===== src/rtl/swm_pkg.sv =====
`default_nettype none

package swm_pkg;

    localparam int WIN_BITS = 7;

    typedef enum logic [2:0] {
        ST_IDLE = 3'b001,
        ST_SCAN = 3'b010,
        ST_DONE = 3'b100
    } back_state_t;

endpackage

`default_nettype wire


===== src/rtl/swm_front.sv =====
`default_nettype none

module swm_front #(
    parameter int MAX_WINDOW  = 64,
    parameter int SAMPLE_BITS = 32,
    parameter int CW          = $clog2(MAX_WINDOW + 1),
    parameter int QW          = SAMPLE_BITS + 1 + CW
) (
    input  wire logic                           clk,
    input  wire logic                           rst_n,
    input  wire logic                           window_size_we,
    input  wire logic [swm_pkg::WIN_BITS-1:0]   window_size,
    input  wire logic                           sample_valid,
    output logic                                sample_stall,
    input  wire logic signed [SAMPLE_BITS-1:0]  sample,
    input  wire logic                           start_of_stream,
    output logic                                push,
    output logic [QW-1:0]                       push_data,
    input  wire logic                           q_full
);
    import swm_pkg::*;

    localparam int EW = (CW > WIN_BITS) ? CW : WIN_BITS;

    logic [WIN_BITS-1:0] window_size_reg;
    logic [CW-1:0]       fill_count_reg;
    logic [CW-1:0]       fill_count_next;
    logic [CW-1:0]       fill_base;
    logic [EW-1:0]       win_ext;
    logic [CW-1:0]       win_eff;
    logic                emit;
    logic [CW-1:0]       scan_len;

    assign sample_stall = q_full;
    assign push         = sample_valid && !q_full;

    // clamp window into 1..MAX_WINDOW
    always_comb
    begin
        win_ext = EW'(window_size_reg);
        if (win_ext == EW'(0))
            win_ext = EW'(1);
        if (win_ext > EW'(MAX_WINDOW))
            win_ext = EW'(MAX_WINDOW);
        win_eff = win_ext[CW-1:0];
    end

    always_comb
    begin
        fill_base = start_of_stream ? CW'(0) : fill_count_reg;
        if (fill_base < CW'(MAX_WINDOW))
            fill_count_next = fill_base + CW'(1);
        else
            fill_count_next = fill_base;
        emit     = (fill_count_next >= win_eff);
        scan_len = emit ? (win_eff - CW'(1)) : CW'(0);
    end

    assign push_data = {sample, emit, scan_len};

    always_ff @(posedge clk or negedge rst_n)
    begin
        if (!rst_n)
        begin
            window_size_reg <= WIN_BITS'(1);
            fill_count_reg  <= '0;
        end
        else
        begin
            if (window_size_we)
                window_size_reg <= window_size;
            if (push)
                fill_count_reg <= fill_count_next;
        end
    end

endmodule

`default_nettype wire


===== src/rtl/swm_queue.sv =====
`default_nettype none

module swm_queue #(
    parameter int QW = 40
) (
    input  wire logic          clk,
    input  wire logic          rst_n,
    input  wire logic          push,
    input  wire logic [QW-1:0] push_data,
    input  wire logic          pop,
    output logic [QW-1:0]      pop_data,
    output logic               q_valid,
    output logic               q_full
);
    import swm_pkg::*;

    logic [QW-1:0] entry_reg [2];
    logic          wr_ptr_reg;
    logic          rd_ptr_reg;
    logic [1:0]    count_reg;

    assign q_valid  = (count_reg != 2'd0);
    assign q_full   = (count_reg == 2'd2);
    assign pop_data = entry_reg[rd_ptr_reg];

    always_ff @(posedge clk)
    begin
        if (push)
            entry_reg[wr_ptr_reg] <= push_data;
    end

    always_ff @(posedge clk or negedge rst_n)
    begin
        if (!rst_n)
        begin
            wr_ptr_reg <= 1'b0;
            rd_ptr_reg <= 1'b0;
            count_reg  <= 2'd0;
        end
        else
        begin
            if (push)
                wr_ptr_reg <= ~wr_ptr_reg;
            if (pop)
                rd_ptr_reg <= ~rd_ptr_reg;
            if (push && !pop)
                count_reg <= count_reg + 2'd1;
            else if (pop && !push)
                count_reg <= count_reg - 2'd1;
        end
    end

endmodule

`default_nettype wire


===== src/rtl/swm_back.sv =====
`default_nettype none

module swm_back #(
    parameter int MAX_WINDOW  = 64,
    parameter int SAMPLE_BITS = 32,
    parameter int CW          = $clog2(MAX_WINDOW + 1),
    parameter int QW          = SAMPLE_BITS + 1 + CW
) (
    input  wire logic                   clk,
    input  wire logic                   rst_n,
    input  wire logic                   q_valid,
    input  wire logic [QW-1:0]          pop_data,
    output logic                        pop,
    output logic                        result_valid,
    input  wire logic                   result_stall,
    output logic signed [SAMPLE_BITS-1:0] window_max
);
    import swm_pkg::*;

    localparam int AW = (MAX_WINDOW > 1) ? $clog2(MAX_WINDOW) : 1;
    localparam logic [AW-1:0] LAST_SLOT = AW'(MAX_WINDOW - 1);

    logic signed [SAMPLE_BITS-1:0] ring_mem [MAX_WINDOW];
    logic signed [SAMPLE_BITS-1:0] rd_data_reg;

    back_state_t                   state_reg, state_next;
    logic [AW-1:0]                 slot_reg, slot_next;
    logic [AW-1:0]                 ptr_reg, ptr_next;
    logic [CW-1:0]                 left_reg, left_next;
    logic                          pend_reg, pend_next;
    logic signed [SAMPLE_BITS-1:0] best_reg, best_next;
    logic                          out_valid_reg, out_valid_next;
    logic signed [SAMPLE_BITS-1:0] out_data_reg, out_data_next;

    logic signed [SAMPLE_BITS-1:0] q_sample;
    logic                          q_emit;
    logic [CW-1:0]                 q_scan;
    logic                          wr_en;
    logic                          rd_en;
    logic                          out_take;

    assign q_sample = pop_data[QW-1 -: SAMPLE_BITS];
    assign q_emit   = pop_data[CW];
    assign q_scan   = pop_data[CW-1:0];

    assign out_take     = out_valid_reg && !result_stall;
    assign result_valid = out_valid_reg;
    assign window_max   = out_data_reg;

    always_comb
    begin
        state_next     = state_reg;
        slot_next      = slot_reg;
        ptr_next       = ptr_reg;
        left_next      = left_reg;
        pend_next      = 1'b0;
        best_next      = best_reg;
        out_valid_next = out_take ? 1'b0 : out_valid_reg;
        out_data_next  = out_data_reg;
        pop            = 1'b0;
        wr_en          = 1'b0;
        rd_en          = 1'b0;
        case (state_reg)
            ST_IDLE:
            begin
                if (q_valid)
                begin
                    pop       = 1'b1;
                    wr_en     = 1'b1;
                    best_next = q_sample;
                    ptr_next  = (slot_reg == '0) ? LAST_SLOT : slot_reg - AW'(1);
                    slot_next = (slot_reg == LAST_SLOT) ? '0 : slot_reg + AW'(1);
                    left_next = q_scan;
                    if (q_scan != '0)
                        state_next = ST_SCAN;
                    else if (q_emit)
                        state_next = ST_DONE;
                end
            end
            ST_SCAN:
            begin
                if (left_reg != '0)
                begin
                    rd_en     = 1'b1;
                    ptr_next  = (ptr_reg == '0) ? LAST_SLOT : ptr_reg - AW'(1);
                    left_next = left_reg - CW'(1);
                    pend_next = 1'b1;
                end
                else
                begin
                    state_next = ST_DONE;
                end
                if (pend_reg && (rd_data_reg > best_reg))
                    best_next = rd_data_reg;
            end
            ST_DONE:
            begin
                if (!out_valid_reg || out_take)
                begin
                    out_valid_next = 1'b1;
                    out_data_next  = best_reg;
                    state_next     = ST_IDLE;
                end
            end
            default:
            begin
                state_next = ST_IDLE;
            end
        endcase
    end

    // ring of recent words
    always_ff @(posedge clk)
    begin
        if (wr_en)
            ring_mem[slot_reg] <= q_sample;
        if (rd_en)
            rd_data_reg <= ring_mem[ptr_reg];
    end

    always_ff @(posedge clk)
    begin
        ptr_reg      <= ptr_next;
        left_reg     <= left_next;
        best_reg     <= best_next;
        out_data_reg <= out_data_next;
    end

    always_ff @(posedge clk or negedge rst_n)
    begin
        if (!rst_n)
        begin
            state_reg     <= ST_IDLE;
            slot_reg      <= '0;
            pend_reg      <= 1'b0;
            out_valid_reg <= 1'b0;
        end
        else
        begin
            state_reg     <= state_next;
            slot_reg      <= slot_next;
            pend_reg      <= pend_next;
            out_valid_reg <= out_valid_next;
        end
    end

    a_pop_only_idle: assert property (@(posedge clk) disable iff (!rst_n)
        pop |-> (state_reg == ST_IDLE))
        else $error("word taken from queue outside idle");

    a_pend_in_scan: assert property (@(posedge clk) disable iff (!rst_n)
        pend_reg |-> (state_reg == ST_SCAN))
        else $error("ring read data pending outside scan");

    a_scan_entry: assert property (@(posedge clk) disable iff (!rst_n)
        (pop && (q_scan != '0)) |=> (state_reg == ST_SCAN) && (left_reg != '0))
        else $error("scan not started for a multi-word window");

    a_scan_bound: assert property (@(posedge clk) disable iff (!rst_n)
        (state_reg == ST_SCAN) |-> (left_reg <= CW'(MAX_WINDOW - 1)))
        else $error("scan length beyond ring depth");

    a_no_overwrite: assert property (@(posedge clk) disable iff (!rst_n)
        (state_reg == ST_DONE && out_valid_reg && result_stall)
            |=> (state_reg == ST_DONE) && $stable(out_data_reg))
        else $error("pending result overwritten");

endmodule

`default_nettype wire


===== src/rtl/sliding_window_maximum.sv =====
// sliding window maximum of a signed sample stream
//
// input channel: sample and start_of_stream with sample_valid / sample_stall;
// a word is taken at a clock edge with sample_valid high and sample_stall low.
// output channel: window_max with result_valid / result_stall, same rule.
// the user must write window_size through window_size_we only while the
// block is idle; the block itself does not enforce this. each word gives one
// result once the window holds window_size words of the current stream;
// start_of_stream empties the window before its word is kept. the front
// keeps the fill count and tags each word; a two-word queue feeds the back,
// which keeps the ring and scans it with one read port and one comparator,
// one older word a cycle. the back takes a word only in idle and writes it
// to the ring; for a result over a window of w it then scans the w - 1 older
// words and hands the result out in done before the next word. reset empties
// the queue and the window and sets window_size to 1; ring contents are not
// cleared. while result_stall is high the result is held, the back waits in
// done with its next result and the queue takes words until it is full.
`default_nettype none

module sliding_window_maximum #(
    parameter int MAX_WINDOW  = 64,
    parameter int SAMPLE_BITS = 32
) (
    input  wire logic                           clk,
    input  wire logic                           rst_n,
    input  wire logic                           window_size_we,
    input  wire logic [swm_pkg::WIN_BITS-1:0]   window_size,
    input  wire logic                           sample_valid,
    output logic                                sample_stall,
    input  wire logic signed [SAMPLE_BITS-1:0]  sample,
    input  wire logic                           start_of_stream,
    output logic                                result_valid,
    input  wire logic                           result_stall,
    output logic signed [SAMPLE_BITS-1:0]       window_max
);
    import swm_pkg::*;

    localparam int CW = $clog2(MAX_WINDOW + 1);
    localparam int QW = SAMPLE_BITS + 1 + CW;

    logic          push;
    logic [QW-1:0] push_data;
    logic          pop;
    logic [QW-1:0] pop_data;
    logic          q_valid;
    logic          q_full;

    swm_front #(
        .MAX_WINDOW  (MAX_WINDOW),
        .SAMPLE_BITS (SAMPLE_BITS),
        .CW          (CW),
        .QW          (QW)
    ) u_front (
        .clk             (clk),
        .rst_n           (rst_n),
        .window_size_we  (window_size_we),
        .window_size     (window_size),
        .sample_valid    (sample_valid),
        .sample_stall    (sample_stall),
        .sample          (sample),
        .start_of_stream (start_of_stream),
        .push            (push),
        .push_data       (push_data),
        .q_full          (q_full)
    );

    swm_queue #(
        .QW (QW)
    ) u_queue (
        .clk       (clk),
        .rst_n     (rst_n),
        .push      (push),
        .push_data (push_data),
        .pop       (pop),
        .pop_data  (pop_data),
        .q_valid   (q_valid),
        .q_full    (q_full)
    );

    swm_back #(
        .MAX_WINDOW  (MAX_WINDOW),
        .SAMPLE_BITS (SAMPLE_BITS),
        .CW          (CW),
        .QW          (QW)
    ) u_back (
        .clk          (clk),
        .rst_n        (rst_n),
        .q_valid      (q_valid),
        .pop_data     (pop_data),
        .pop          (pop),
        .result_valid (result_valid),
        .result_stall (result_stall),
        .window_max   (window_max)
    );

endmodule

`default_nettype wire

===== config.mk =====
export PLATFORM = sky130hd
export DESIGN_NAME = sliding_window_maximum
export DESIGN_NICKNAME = d
export VERILOG_FILES = /design/src/rtl/swm_pkg.sv /design/src/rtl/swm_front.sv /design/src/rtl/swm_queue.sv /design/src/rtl/swm_back.sv /design/src/rtl/sliding_window_maximum.sv
export SDC_FILE = /design/constraint.sdc
export NUM_CORES = 2
export LEC_CHECK = 0
export BUFFER_PORTS_ARGS = -buffer_cell sky130_fd_sc_hd__buf_2
export CAP_MARGIN = 10
export CORE_ASPECT_RATIO = 1.25
export CORE_MARGIN = 5
export CORE_UTILIZATION = 47
export DETAILED_ROUTE_END_ITERATION = 12
export PLACE_DENSITY_LB_ADDON = 0.08
export SYNTH_ARGS = -nofsm -noshare
export SYNTH_HDL_FRONTEND = slang
export SYNTH_HIERARCHICAL = 1
export SYNTH_SLANG_ARGS = --single-unit

===== constraint.sdc =====
create_clock -name clk -period 4.88 [get_ports clk]
set_input_delay 0.488 -clock clk [delete_from_list [all_inputs] [get_ports clk]]
set_output_delay 0.488 -clock clk [all_outputs]
set_load 0.05 [all_outputs]

==> flow_summary_export.csv <==
group,metric,value,unit
synth,synth.top_cells.by_count,"2237 x sky130_fd_sc_hd__edfxtp_1, 546 x sky130_fd_sc_hd__mux4_2, 204 x sky130_fd_sc_hd__nand2_1, 132 x sky130_fd_sc_hd__nor2_1, 92 x sky130_fd_sc_hd__mux2i_1",
worst_setup_path,worst_setup_ep_type,"register",
die,design.die.area,196000,µm²
worst_setup_path,worst_path_largest_cell_delay,1120,ps
detailed_routing,drtAntennaViolNets,0,
placement,numPortBuffers,78,
synth,syn_avg_cell_area,21.7,µm²
timing,finalClockSkew,23.0,ps
worst_setup_path,crit_path_cell_trace,"buf_4 -> inv_1 -> buf_4 -> nand2_1 -> o221ai_1 -> o22ai_1 -> a21oi_1 -> a22oi_1 -> nand2_1",
clocking,clock_tree_from_tritoncts,"done",
worst_setup_path,kind_of_launch_point_of_the_worst_setup_path,"register",
synth,largest_cells_by_area_after_synthesis,"sky130_fd_sc_hd__edfxtp_1 76%, sky130_fd_sc_hd__mux4_2 14%, sky130_fd_sc_hd__mux2i_1 1.0%",
worst_setup_path,critical_path.n_buffers_inverters,3,
synth,synth-seq-cells,2266,
cells_and_area,flip_flop_count_of_the_largest_register_after_layout,2048,
timing,min_period_over_period,0.836,
clocking,worst_skew_pair.late_latency,840,ps
run,max_cap_violations,0,
detailed_routing,drt-wirelength-per-cell,34.0,µm
worst_setup_path,crit_path_max_fanout,16,
placement,gp_congestion,0.840,
placement,post-dp-hpwl,142000,µm
outcome,status,"finished clean",
synth,main_flop_type_after_synthesis,"sky130_fd_sc_hd__edfxtp_1",
detailed_routing,initialDrtViolationCount,3936,
die,dieHeight,494,µm
cells_and_area,nFillCells,14300,
synth,post_synth_adder_cell_area,0.00697,
placement,placement.setup.worst_slack,798,ps
timing,setup_total_negative_slack,0,ps
synth,simple_gate_fraction_of_synth_area,0.0205,
synth,synth_top_cell_by_area,"sky130_fd_sc_hd__edfxtp_1",
pwr,vdd_drop_max,0.650,mV
synth,postSynthCellCount,4047,
worst_setup_path,timing_worst_setup_path_type,"reg -> reg",
timing,final.setup.worst_slack,801,ps
clocking,cts-root-buf,"sky130_fd_sc_hd__clkbuf_16",
synth,synth_compound_area_frac,0.0229,
timing,layout_min_cycle_time,4080,ps
synth,synth.cell_area,88000,µm²
pwr,leakagePower,0.0318,µW
worst_setup_path,worst_ep_required_time,5570,ps
detailed_routing,route.final.wire_length,239000,µm
global_route,antenna_found_initial,16,
synth,edff_count_synth,2237,
min_path,hold_path.class,"in -> reg",
detailed_routing,detail_route.first_pass.iterations,8,
cells_and_area,num-nets-final,4435,
global_route,grt_start_max_net_pins,66,
detailed_routing,vias_per_cell,6.04,
timing,setup_viol,0,
die,io_pins,79,
synth,synth_cell_types,60,
timing,slew_violations,0,
synth,synth.most_common_cell,"sky130_fd_sc_hd__edfxtp_1",
global_route,number_of_global_route_vias_before_repair,42900,
synth,share_of_synthesized_flip_flops_with_an_asynchronous_set_or_reset,0.0128,
global_route,grt_first_pass_wirelength,336000,µm
synth,synth.yosys.warnings,6,
clocking,cts.repair.resized,0,
worst_setup_path,cp_data_arrival_time,4770,ps
detailed_routing,route.detailed.drc,0,
synth,synth_top_area_share,0.763,
die,initial_core_util,0.472,
synth,yosys.area_share.xor_xnor,0.00249,
timing,max-slew-margin-rel,0.0491,
clocking,tritoncts.num_buffers,215,
cells_and_area,final_layout_size_suffix_gt1_frac,0.274,
timing,hold_violations,0,
global_route,overflow,0,
die,core.rowCount,177,
pwr,power_density,628,nW/µm²
cells_and_area,area_growth_syn_to_layout,13.3,%
die,core_area,186000,µm²
worst_setup_path,critical_path.slowest_cell,"sky130_fd_sc_hd__a21oi_1",
synth,synth_top_family_by_area,"multiplexers",
detailed_routing,num_vias,42500,
clocking,tritoncts_num_sinks,2266,
timing,unrepaired_setup_endpoints_after_global_routing,"no",
clocking,cts_setup_buffers,0,
worst_setup_path,ff2ff_setup_slack,800,ps
worst_setup_path,path_delay_family,"compound AO/OA/AOI/OAI gates",
synth,net_count_synth,4141,
die,fp.dieW,397,µm
clocking,max-clock-path-buffers,3,
synth,synth-seq-area-share,0.772,
timing,max_freq,245,MHz
synth,muxShareOfSynthArea,0.158,
global_route,grt.total_usage,0.245,
timing,worst_slew_pin_slew,1430,ps
clocking,cts_htree_levels,4,
clocking,clk_pin_slew,60,ps
-- through the flow --
stage               utilization  power (µW)  std cells  cell area (µm²)  hold slack, ps
finish                    0.535       62600       7030            99700             180
global route              0.535       64900       7021            99700             220
detailed placement        0.496       46900       6580            92400             435
floorplan                     -       37800       4047            88000             192
global placement          0.496       46800       6580            92400             437
CTS                       0.535       63100       7020            99700             104
-- where the power goes --
| part | switching [µW] | internal (µW) |
|---|---|---|
| registers | 728 | 25100 |
| clock network | 7090 | 9160 |
| logic | 13400 | 7060 |
-- cell families after synthesis --
logic type,Yosys count
DFF,2266
muxes,686
and+or+nand+nor,422
AOI/OAI and AO/OA,316
buffers and inverters,283
adders and majority gates,49
xor gates and xnor gates,25
-- per-layer routing --
metal	vias up	global-route usage	wire (µm)
met1	23200	0.335	96700
met2	1546	0.407	119000
li1	17500	-	-
met5	-	0	19
met4	2	0.0758	7700
met3	284	0.0415	15400
-- cell type report --
| class | count | area, µm² | share of cell area |
|---|---|---|---|
| clock buffer | 273 | 5770 | 0.0579 |
| timing repair buffer | 312 | 2580 | 0.0259 |
| tap | 2506 | 3140 | 0.0315 |
| clock inverter | 117 | 1010 | 0.0101 |
| inverter | 48 | 188 | 0.00188 |
| sequential | 2266 | 67900 | 0.681 |
| multi-input combinational | 1498 | 19100 | 0.191 |
| antenna | 10 | 25.0 | 0.000251 |
-- final timing paths --
check	start	endpoint	cells after the start
max	u_back/ptr_reg[1]	u_back/rd_data_reg[13]	9
min	sample_valid	u_front/fill_count_reg[1]	4
max reg2reg	u_back/ptr_reg[1]	u_back/rd_data_reg[13]	9
min reg2reg	u_back/best_reg[3]	u_back/window_max[3]	0
max in group asynchronous	rst_n	u_queue/rd_ptr_reg	2
min in group asynchronous	rst_n	u_front/fill_count_reg[5]	2
-- timing repair --
action	in CTS	in global routing
setup endpoints to repair	0	0
endpoints found under the hold margin	100	0
hold buffers	50	0
-- tightest hold or removal path: stages --
cell and delay, ps:
sky130_fd_sc_hd__buf_2 80, sky130_fd_sc_hd__nand2b_1 210, sky130_fd_sc_hd__nand2_1 150, sky130_fd_sc_hd__nand2_1 50
-- cell usage in the layout, fill, tap and decap left out, types with 12 or more instances in the layout --
master,count
sky130_fd_sc_hd__edfxtp_1,2237
sky130_fd_sc_hd__mux4_2,546
sky130_fd_sc_hd__clkbuf_16,223
sky130_fd_sc_hd__nand2_1,204
sky130_fd_sc_hd__buf_4,159
sky130_fd_sc_hd__mux2i_1,92
sky130_fd_sc_hd__buf_2,78
sky130_fd_sc_hd__a21oi_1,74
sky130_fd_sc_hd__nor2_4,67
sky130_fd_sc_hd__nor2_1,65
sky130_fd_sc_hd__o21ai_0,59
sky130_fd_sc_hd__clkbuf_1,50
sky130_fd_sc_hd__dlygate4sd3_1,50
sky130_fd_sc_hd__ha_1,49
sky130_fd_sc_hd__clkinv_1,45
sky130_fd_sc_hd__inv_1,44
sky130_fd_sc_hd__clkinv_2,42
sky130_fd_sc_hd__o22ai_1,41
sky130_fd_sc_hd__mux2_4,39
sky130_fd_sc_hd__o221ai_1,33
sky130_fd_sc_hd__a22oi_1,30
sky130_fd_sc_hd__a211oi_1,26
sky130_fd_sc_hd__dfrtp_1,26
sky130_fd_sc_hd__buf_12,25
sky130_fd_sc_hd__bufinv_16,16
sky130_fd_sc_hd__nand3_1,14
sky130_fd_sc_hd__a31oi_1,13
sky130_fd_sc_hd__nor3_1,13
sky130_fd_sc_hd__xnor2_1,13
sky130_fd_sc_hd__xor2_1,12
Note: power is estimated with default switching activity, not from simulation.
